$ cat config.mk
export PLATFORM = sky130hd
export DESIGN_NAME = dhcp_option_extractor_core
export DESIGN_NICKNAME = d
export VERILOG_FILES = /design/src/sv/dhcp_opt_pkg.sv /design/src/sv/dhcp_option_extractor_core.sv /design/src/sv/dhcp_opt_parser.sv /design/src/sv/dhcp_opt_result.sv
export SDC_FILE = /design/constraint.sdc
export NUM_CORES = 1
export LEC_CHECK = 0
export ABC_AREA = 0
export ABC_CLOCK_PERIOD_IN_PS = 3750
export BUFFER_PORTS_ARGS = -buffer_cell sky130_fd_sc_hd__buf_2
export CAP_MARGIN = 15
export CORE_UTILIZATION = 42
export DETAILED_ROUTE_END_ITERATION = 6
export PLACE_DENSITY = 0.6
export SLEW_MARGIN = 20
export SYNTH_ARGS = -nofsm -noshare
export SYNTH_HDL_FRONTEND = slang
export SYNTH_SLANG_ARGS = --single-unit
$ cat constraint.sdc
create_clock -name clk_i -period 3.75 [get_ports clk_i]
set_input_delay 0.5625 -clock clk_i [delete_from_list [all_inputs] [get_ports clk_i]]
set_output_delay 0.5625 -clock clk_i [all_outputs]
set_load 0.03 [all_outputs]
$ cat src/sv/dhcp_opt_pkg.sv
// Shared types and constants for the DHCP option extractor.
// Holds option codes, result kinds and the parser state structs.
// No dependencies.
package dhcp_opt_pkg;

  localparam logic [23:0] CookieHead = 24'h638253;
  localparam logic [7:0]  CookieLast = 8'h63;

  localparam logic [7:0] OptPad    = 8'h00;
  localparam logic [7:0] OptEnd    = 8'hFF;
  localparam logic [7:0] OptType   = 8'h35;
  localparam logic [7:0] OptClient = 8'h3d;
  localparam logic [7:0] OptLease  = 8'h33;
  localparam logic [7:0] OptServer = 8'h36;
  localparam logic [7:0] OptMask   = 8'h01;

  localparam logic [63:0] TypeDiscover = 64'd1;
  localparam logic [63:0] TypeOffer    = 64'd2;
  localparam logic [63:0] TypeRequest  = 64'd3;
  localparam logic [63:0] TypeAck      = 64'd5;

  localparam logic [2:0] KindNone     = 3'd0;
  localparam logic [2:0] KindDiscover = 3'd1;
  localparam logic [2:0] KindOffer    = 3'd2;
  localparam logic [2:0] KindRequest  = 3'd3;
  localparam logic [2:0] KindAck      = 3'd4;

  typedef struct packed {
    logic        type_seen;
    logic [63:0] type_value;
    logic        client_seen;
    logic [7:0]  client_hw_type;
    logic [47:0] client_mac;
    logic        lease_seen;
    logic [47:0] lease_value;
    logic        server_seen;
    logic [31:0] server_addr;
    logic        mask_seen;
    logic [31:0] mask_addr;
  } cap_t;

  typedef struct packed {
    logic [2:0]  phase;
    logic [23:0] recent_bytes;
    logic [7:0]  current_code;
    logic [7:0]  bytes_left;
    logic [7:0]  value_offset;
    cap_t        cap;
  } parse_st_t;

endpackage

$ cat src/sv/dhcp_option_extractor_core.sv
// Top level of the DHCP option extractor: stream ports around the parser
// and the result register. Depends on dhcp_opt_pkg, dhcp_opt_parser
// and dhcp_opt_result.
//
//  channel  | direction | tdata                          | tuser / tlast
//  ---------+-----------+--------------------------------+------------------------------
//  s_*      | in        | [7:0] data_byte                | tlast: last_byte
//  m_*      | out       | [7:0] hardware_type,           | tuser [2:0] message_kind,
//           |           | [55:8] option_value            |       [3] option_found
//
// One byte per cycle while the input is not stalled; a result appears in the cycle after the last byte of a
// message is taken, set by the single output register.
// Reset clears the parser to cookie search and empties the output register.
// The input stalls only while a result waits and m_tready_i is low.
module dhcp_option_extractor_core (
  input  logic        clk_i,
  input  logic        rst_ni,
  input  logic        s_tvalid_i,
  output logic        s_tready_o,
  input  logic [7:0]  s_tdata_i,   // [7:0] data_byte
  input  logic        s_tlast_i,   // last_byte
  output logic        m_tvalid_o,
  input  logic        m_tready_i,
  output logic [55:0] m_tdata_o,   // [7:0] hardware_type, [55:8] option_value
  output logic [3:0]  m_tuser_o    // [2:0] message_kind, [3] option_found
);
  import dhcp_opt_pkg::*;

  logic        accept;
  cap_t        cap;
  logic [2:0]  kind;
  logic        found;
  logic [7:0]  hw;
  logic [47:0] val;

  assign s_tready_o = !m_tvalid_o || m_tready_i;
  assign accept     = s_tvalid_i && s_tready_o;

  dhcp_opt_parser u_parser (
    .clk_i       (clk_i),
    .rst_ni      (rst_ni),
    .accept_i    (accept),
    .data_byte_i (s_tdata_i),
    .last_byte_i (s_tlast_i),
    .cap_o       (cap)
  );

  dhcp_opt_result u_result (
    .clk_i           (clk_i),
    .rst_ni          (rst_ni),
    .load_i          (accept && s_tlast_i),
    .cap_i           (cap),
    .ready_i         (m_tready_i),
    .valid_o         (m_tvalid_o),
    .message_kind_o  (kind),
    .option_found_o  (found),
    .hardware_type_o (hw),
    .option_value_o  (val)
  );

  assign m_tdata_o = {val, hw};
  assign m_tuser_o = {found, kind};

endmodule

$ cat src/sv/dhcp_opt_parser.sv
// Byte-wise DHCP option parser: cookie search and option walk.
// Presents the captured options after the current byte.
// Depends on dhcp_opt_pkg.
module dhcp_opt_parser (
  input  logic               clk_i,
  input  logic               rst_ni,
  input  logic               accept_i,
  input  logic [7:0]         data_byte_i,
  input  logic               last_byte_i,
  output dhcp_opt_pkg::cap_t cap_o
);
  import dhcp_opt_pkg::*;

  localparam logic [2:0] PhCookie = 3'd0;
  localparam logic [2:0] PhCode   = 3'd1;
  localparam logic [2:0] PhLen    = 3'd2;
  localparam logic [2:0] PhValue  = 3'd3;
  localparam logic [2:0] PhDone   = 3'd4;

  parse_st_t st_q, st_d;
  logic [2:0] mac_idx;

  assign mac_idx = 3'(3'd6 - st_q.value_offset[2:0]);

  always_comb begin
    st_d = st_q;
    case (st_q.phase)
      PhCookie: begin
        if (st_q.recent_bytes == CookieHead && data_byte_i == CookieLast) begin
          st_d.phase = PhCode;
        end
        st_d.recent_bytes = {st_q.recent_bytes[15:0], data_byte_i};
      end
      PhCode: begin
        if (data_byte_i == OptEnd) begin
          st_d.phase = PhDone;
        end else if (data_byte_i != OptPad) begin
          st_d.current_code = data_byte_i;
          st_d.phase        = PhLen;
        end
      end
      PhLen: begin
        st_d.current_code = OptPad;
        case (st_q.current_code)
          OptType: if (!st_q.cap.type_seen) begin
            st_d.cap.type_seen  = 1'b1;
            st_d.cap.type_value = '0;
            st_d.current_code   = OptType;
          end
          OptClient: if (!st_q.cap.client_seen) begin
            st_d.cap.client_seen    = 1'b1;
            st_d.cap.client_hw_type = '0;
            st_d.cap.client_mac     = '0;
            st_d.current_code       = OptClient;
          end
          OptLease: if (!st_q.cap.lease_seen) begin
            st_d.cap.lease_seen  = 1'b1;
            st_d.cap.lease_value = '0;
            st_d.current_code    = OptLease;
          end
          OptServer: if (!st_q.cap.server_seen) begin
            st_d.cap.server_seen = 1'b1;
            st_d.cap.server_addr = '0;
            st_d.current_code    = OptServer;
          end
          OptMask: if (!st_q.cap.mask_seen) begin
            st_d.cap.mask_seen = 1'b1;
            st_d.cap.mask_addr = '0;
            st_d.current_code  = OptMask;
          end
          default: ;
        endcase
        st_d.bytes_left   = data_byte_i;
        st_d.value_offset = '0;
        st_d.phase        = (data_byte_i == 8'd0) ? PhCode : PhValue;
      end
      PhValue: begin
        case (st_q.current_code)
          OptType: st_d.cap.type_value = {st_q.cap.type_value[55:0], data_byte_i};
          OptClient: begin
            if (st_q.value_offset == 8'd0) begin
              st_d.cap.client_hw_type = data_byte_i;
            end else if (st_q.value_offset <= 8'd6) begin
              st_d.cap.client_mac[{mac_idx, 3'b000} +: 8] = data_byte_i;
            end
          end
          OptLease: begin
            if (|st_q.cap.lease_value[47:40]) begin
              st_d.cap.lease_value = '1;
            end else begin
              st_d.cap.lease_value = {st_q.cap.lease_value[39:0], data_byte_i};
            end
          end
          OptServer: if (st_q.value_offset < 8'd4) begin
            st_d.cap.server_addr[{~st_q.value_offset[1:0], 3'b000} +: 8] = data_byte_i;
          end
          OptMask: if (st_q.value_offset < 8'd4) begin
            st_d.cap.mask_addr[{~st_q.value_offset[1:0], 3'b000} +: 8] = data_byte_i;
          end
          default: ;
        endcase
        if (st_q.value_offset != 8'hFF) begin
          st_d.value_offset = st_q.value_offset + 8'd1;
        end
        st_d.bytes_left = st_q.bytes_left - 8'd1;
        if (st_q.bytes_left == 8'd1) begin
          st_d.phase = PhCode;
        end
      end
      default: ;
    endcase
  end

  // restart on the last byte of a message
  always_ff @(posedge clk_i or negedge rst_ni) begin
    if (!rst_ni) begin
      st_q <= '0;
    end else if (accept_i) begin
      st_q <= last_byte_i ? '0 : st_d;
    end
  end

  assign cap_o = st_d.cap;

endmodule

$ cat src/sv/dhcp_opt_result.sv
// Result decode and output register for the DHCP option extractor.
// Selects the value for the message kind and holds it until taken.
// Depends on dhcp_opt_pkg.
module dhcp_opt_result (
  input  logic               clk_i,
  input  logic               rst_ni,
  input  logic               load_i,
  input  dhcp_opt_pkg::cap_t cap_i,
  input  logic               ready_i,
  output logic               valid_o,
  output logic [2:0]         message_kind_o,
  output logic               option_found_o,
  output logic [7:0]         hardware_type_o,
  output logic [47:0]        option_value_o
);
  import dhcp_opt_pkg::*;

  logic        valid_q;
  logic [2:0]  kind_d, kind_q;
  logic        found_d, found_q;
  logic [7:0]  hw_d, hw_q;
  logic [47:0] val_d, val_q;

  always_comb begin
    kind_d  = KindNone;
    found_d = 1'b0;
    hw_d    = '0;
    val_d   = '0;
    if (cap_i.type_seen) begin
      if (cap_i.type_value == TypeDiscover) begin
        kind_d = KindDiscover;
        if (cap_i.client_seen) begin
          found_d = 1'b1;
          hw_d    = cap_i.client_hw_type;
          val_d   = cap_i.client_mac;
        end
      end else if (cap_i.type_value == TypeOffer) begin
        kind_d = KindOffer;
        if (cap_i.lease_seen) begin
          found_d = 1'b1;
          val_d   = cap_i.lease_value;
        end
      end else if (cap_i.type_value == TypeRequest) begin
        kind_d = KindRequest;
        if (cap_i.server_seen) begin
          found_d = 1'b1;
          val_d   = {16'd0, cap_i.server_addr};
        end
      end else if (cap_i.type_value == TypeAck) begin
        kind_d = KindAck;
        if (cap_i.mask_seen) begin
          found_d = 1'b1;
          val_d   = {16'd0, cap_i.mask_addr};
        end
      end
    end
  end

  always_ff @(posedge clk_i or negedge rst_ni) begin
    if (!rst_ni) begin
      valid_q <= 1'b0;
    end else if (load_i) begin
      valid_q <= 1'b1;
    end else if (ready_i) begin
      valid_q <= 1'b0;
    end
  end

  always_ff @(posedge clk_i) begin
    if (load_i) begin
      kind_q  <= kind_d;
      found_q <= found_d;
      hw_q    <= hw_d;
      val_q   <= val_d;
    end
  end

  assign valid_o         = valid_q;
  assign message_kind_o  = kind_q;
  assign option_found_o  = found_q;
  assign hardware_type_o = hw_q;
  assign option_value_o  = val_q;

endmodule

# ---- Yosys cells after proc, flatten, opt, wreduce, memory -nomap -nowiden
# Index checks and enable logic that the tools add are counted.
dict set report op_classes {
  magnitude_cmp 2
  n_mux 75
  n_eq_ne 23
  bitwise 2
  n_shift 4
  n_addsub 5
  reduce_logical 23
}
# op count
set op_table {}
lappend op_table {{$mux 48} 11}
lappend op_table {{$mux 288} 1}
lappend op_table {{$mux 32} 8}
lappend op_table {{$eq 64x2->1 const B} 2}
lappend op_table {{$mux 64} 2}
lappend op_table {{$pmux 32 s2} 2}
lappend op_table {{$pmux 64 s2} 1}
lappend op_table {{$mux 56} 2}
lappend op_table {{$pmux 56 s2} 1}
lappend op_table {{$pmux 48 s2} 1}
lappend op_table {{$mux 33} 2}
lappend op_table {{$mux 65} 1}
lappend op_table {{$bwmux 32} 2}
lappend op_table {{$eq 64x1->1 const B} 1}
lappend op_table {{$eq 64x3->1 const B} 1}
lappend op_table {{$mux 57} 1}
lappend op_table {{$mux 49} 1}
lappend op_table {{$bwmux 48} 1}
lappend op_table {{$shift 8x8->48 const A} 1}
lappend op_table {{$shiftx 8x8->48} 1}
lappend op_table {{$pmux 8 s5} 1}
lappend op_table {{$eq 8x6->1 const B} 4}
lappend op_table {{$mux 8} 4}
lappend op_table {{$pmux 16 s2} 1}
lappend op_table {{44 further kinds} 81}
dict set report totals {
  in_bits 13
  reg_bits 349
}

# ---- Logic depth before layout (Yosys ltp)
dict set report depth {
  word_depth 12
  depth_mapped 12
  ltp_nobuf 9
}

# ---- Hierarchy
# From an unflattened synthesis, not the netlist that was laid out.
dict set report unflattened {
  cells_unflattened 2140
  area_unflattened_um2 20099.3
}
# module area_each_um2 seq_area_each_um2 n_inst cells_each
set modules_own_cells {}
lappend modules_own_cells {dhcp_opt_parser 16696.0 7206.9 1 1825}
lappend modules_own_cells {dhcp_opt_result 3369.5 1826.8 1 311}
lappend modules_own_cells {dhcp_option_extractor_core 33.8 0.0 1 4}

# ---- Worst setup path after synthesis
# No wires, ideal clock.
dict set report synth_timing {
  path_type {reg2reg}
  start {register u_parser.st_q[260] (netlist bit)}
  end {register u_result.val_q[22] (netlist: u_result.option_value_o[22]) (data pin)}
  path_buffers 3
  synth_period_minus_slack_ns 3.090
  path_slack_ns 0.660
  t_arrival_ns 2.813
  stages_incl_launch_ff 11
  path_cell_list {dfrtp_1 or4b_1 buf_2 or4_4 buf_6 a22o_1 o211ai_1 clkbuf_1 o22ai_1 nand4_1 o221ai_1}
}
dict set report synth_between {
  elab_chain_cells 8
  word_cells_on_any_way 37
}
# item line
set synth_lines {}
lappend synth_lines {{start, declared} dhcp_opt_parser.sv:20} ;# parse_st_t st_q, st_d;
lappend synth_lines {{start signal, assigned} dhcp_opt_parser.sv:119} ;# st_q <= last_byte_i ? '0 : st_d;
lappend synth_lines {{$eq 8x6->1 / $eq 8x1->1 (equally long branches)} {dhcp_opt_parser.sv:44, dhcp_opt_parser.sv:78}}
lappend synth_lines {{$mux 64, or another cell as far along} dhcp_opt_parser.sv:78} ;# case (st_q.current_code)
lappend synth_lines {{$pmux 64 s2, or another cell as far along} dhcp_opt_parser.sv:27} ;# case (st_q.phase)
lappend synth_lines {{$eq 64x3->1 / $mux 32 (equally long branches)} {dhcp_opt_result.sv:49, dhcp_opt_result.sv:51}}
lappend synth_lines {{$mux 48} dhcp_opt_result.sv:49} ;# end else if (cap_i.type_value == TypeAck) begin
lappend synth_lines {{$mux 48} dhcp_opt_result.sv:43} ;# end else if (cap_i.type_value == TypeRequest) begin
lappend synth_lines {{$mux 48} dhcp_opt_result.sv:37} ;# end else if (cap_i.type_value == TypeOffer) begin
lappend synth_lines {{$mux 48} dhcp_opt_result.sv:30} ;# if (cap_i.type_value == TypeDiscover) begin
lappend synth_lines {{end signal, assigned} dhcp_opt_result.sv:74} ;# val_q <= val_d;
lappend synth_lines {{end, declared} dhcp_opt_result.sv:22} ;# logic [47:0] val_d, val_q;
# Parallel ways exist; a longest one is shown, timed or not.
# A chain may end at the register's enable or synchronous reset.

# ---- Worst setup path in the final report
dict set report layout_timing {
  start {register u_parser.st_q[260] (netlist bit)}
  end {register u_result.val_q[29] (netlist: u_result.option_value_o[29]) (data pin)}
}
# The elaborated chain is that of the path after synthesis.

==> out/qor.yml <==
outcome: "complete, no violations"
htree_levels: 2
cpMaxStageDelayCell: "or4_4"
p_leak_nw: 7.862
holdWs_ps: 64.95
power.switching_mw: 2.265
clkPwrFrac: 0.448
cts_buffer_depth: 3
synth_top_family_by_area: "compound AO/OA/AOI/OAI gates"
fmax_mhz: 278.8
rows: 73
cts_buffers: 41
synth_mux_area_frac: 0
die_h_um: 204.5
seqPwrFrac: 0.467
syn_area_sq_um: 17220
via_count: 15165
drtPass1Iterations: 6
die_x_um: 204.5
coreArea_sq_um: 40100
maxUsedRoutingLayer: "met4"
antenna_found_initial: 1
ys_top_cells_by_area: "dfrtp_1, edfxtp_1, a22o_1, nand2_1, o21ai_0"
synthAdderAreaFrac: 0.007265
place_hpwl_um: 39300
grt_max_degree: 95
crit_arrival_ps: 3940
synth_warnings: 0
intPower_mw: 6.431
drc_errors: 0
cts-resized-gates: 0
cap_violations: 0
final_area_sq_um: 19550
hold_class: "input port to asynchronous set/reset pin"
tightest_slew_ps: 1075
die_area_sq_um: 41820
critPathKind: "flop to flop"
track_usage: 0.2863
cts.hold.buffers_added: 0
grt_setup_unrepaired: "false"
yosysMostFrequentCell: "dfrtp_1"
slew_violations: 0
clk_latency_ps: 550
drtIter0Drc: 1941
skew_ps: 26.16
place_congestion: 0.9109
post_cts_buffers: 0
synth_top_area_cell: "dfrtp_1"
path_max_fanout: 32
setup-violations-final: 0
dp.cells: 2246
clock-root-buffer: "clkbuf_16"
postRouteAntennaNets: 0
relSlewSlack: 0.2787
cts_tree: "yes"
cts.sinks: 349
drt-met1-wl_um: 27050
yosys.area_share.simple: 0.1574
final_nets: 1787
swShare: 0.2604
grt.overflow.total: 0
async_reset_ff_frac: 0.8281
avgSynthCellArea_sq_um: 9.996
portBuffers: 74
post_drt_wl_per_cell_um: 25.61
met3_wirelength_um: 5350
grt_pass1_wl_um: 91260
worstPathRequired_ps: 4110
routed_via_density: 6.539
period_share: 0.9565
cp_cell_sequence: "or4b_1 -> or4_4 -> o22ai_1 -> a41oi_2 -> nor2_4 -> buf_4 -> a32oi_1 -> o221ai_1"
final_hold_viol_count: 0
synth_xor_area_frac: 0.001526
start_util: 0.4295
cp.buffers_inverters: 1
postSynthCellCount: 1723
peakVddDrop_mv: 0.2360
area_delta_synth_final_pct: 13.49
cts.clk_slew.worst_paths_ps: 60
stdcell_count: 2319
synth_top_area_frac: 0.4199
synth_edf_count: 60
startpoint_type: "flop"
drive_gt1_frac: 0.1282
synth_cell_type_count: 78
syn_nets: 1746
antenna-diode-count: 0
placed_area_sq_um: 18260
crit_family: "simple AND/OR/NAND/NOR gates"
combPwrFrac: 0.085
yosysSeqAreaShare: 0.5245
synth-compound-area-share: 0.2756
powerDensity_nw_per_um2: 444.9
synth_ff_type: "dfrtp_1"
ys_ff_latch: 349
grt_pass1_vias: 14495
cp-end-kind: "flop"
synth_common_cells: "dfrtp_1, nand2_1, a22o_1"
layout_min_cycle_time_ps: 3587
wl_um: 59390
tns_ps: 0
dr_wl_met2_um: 25060
max_stage_delay_ps: 660
io_pins: 75
==> worst reg2reg max path: stages, from the launching register on <==
cell	delay [ps]
dfrtp_1	420
or4b_1	560
or4_4	660
o22ai_1	210
a41oi_2	300
nor2_4	390
buf_4	430
a32oi_1	190
o221ai_1	240
==> flip-flops by register name, summed over array words and instances, names as in the netlist <==
register	cells
u_result.message_kind_o	3
u_result.valid_o	1
u_result.hardware_type_o	8
u_result.option_found_o	1
u_result.option_value_o	48
u_parser.st_q	288
==> logic make-up (layout without fill, tap and decap cells) <==
family | count (synthesis) | after routing
AO/OA/AOI/OAI | 661 | 661
AND/OR/NAND/NOR | 553 | 553
flip-flops | 349 | 349
buffers and inverters | 147 | 218
XOR/XNOR | 3 | 3
adder cells (fa/ha/maj) | 10 | 10
==> layout make-up <==
cell class / count / area [sq um]
Fill cell: 3722 / 20550
Sequential cell: 349 / 9034
Multi-Input combinational cell: 1227 / 7651
Clock buffer: 60 / 1159
Timing Repair Buffer: 134 / 880.8
Tap cell: 525 / 656.9
Clock inverter: 13 / 123.9
Inverter: 11 / 41.29
==> final timing paths <==
path / start / to / slack [ps] / depth (start not counted)
max: u_parser.st_q[260] / u_result.option_value_o[29] / 160 / 8
min: rst_ni / u_parser.st_q[215] / 60 / 1
max reg2reg: u_parser.st_q[260] / u_result.option_value_o[29] / 160 / 8
min reg2reg: u_parser.st_q[25] / u_parser.st_q[25] / 480 / 2
max in group asynchronous: rst_ni / u_parser.st_q[83] / 2610 / 2
min in group clk_i: m_tready_i / u_result.valid_o / 370 / 3
==> per-layer routing <==
metal,track usage,vias up
met1,0.4302,7541
met5,0,-
met2,0.4046,783
met4,0.1005,0
met3,0.05966,129
li1,-,6712
==> placed cells by master, fill, tap and decap left out, types with 5 or more instances in the layout <==
cell       count
dfrtp_1      289
nand2_1      192
a22o_1       156
o21ai_0      144
nor2_1       135
a22oi_1       85
buf_2         73
a21oi_1       64
edfxtp_1      60
buf_4         56
o22ai_1       42
clkbuf_16     42
nand4_1       40
and3_1        29
o221ai_1      28
nand3_1       26
nor3_1        25
nor4_1        23
a2bb2oi_1     23
o2bb2ai_1     16
a32oi_1       16
and2_1        14
clkbuf_1      14
a21o_1        12
a31oi_1       11
o31ai_1       11
ha_1          10
inv_1          8
o21ai_1        7
or2_2          7
nor3b_1        7
a221oi_1       7
nand2b_1       6
or4_1          5
or3_1          5
o41ai_1        5
clkinv_2       5
==> power groups by stage <==
stage	Clock, mW	Sequential [mW]	Combinational (mW)
finish	3.89	4.06	0.743
global route	4.10	4.07	0.796
CTS	3.94	4.05	0.737
detailed placement	0	4.12	0.735
global placement	0	4.12	0.734
floorplan	0	4.14	0.373
==> metrics by stage <==
step / power (mW) / utilization / setup slack [ps]
2_1_floorplan: 4.517 / - / 660.0
3_5_place_dp: 4.858 / 0.4554 / 304.4
3_3_place_gp: 4.855 / 0.4551 / 401.6
4_1_cts: 8.731 / 0.4873 / 245.4
6_report: 8.695 / 0.4875 / 163.1
5_1_grt: 8.963 / 0.4875 / 54.29
No activity file was read; power rests on OpenSTA's default activity.
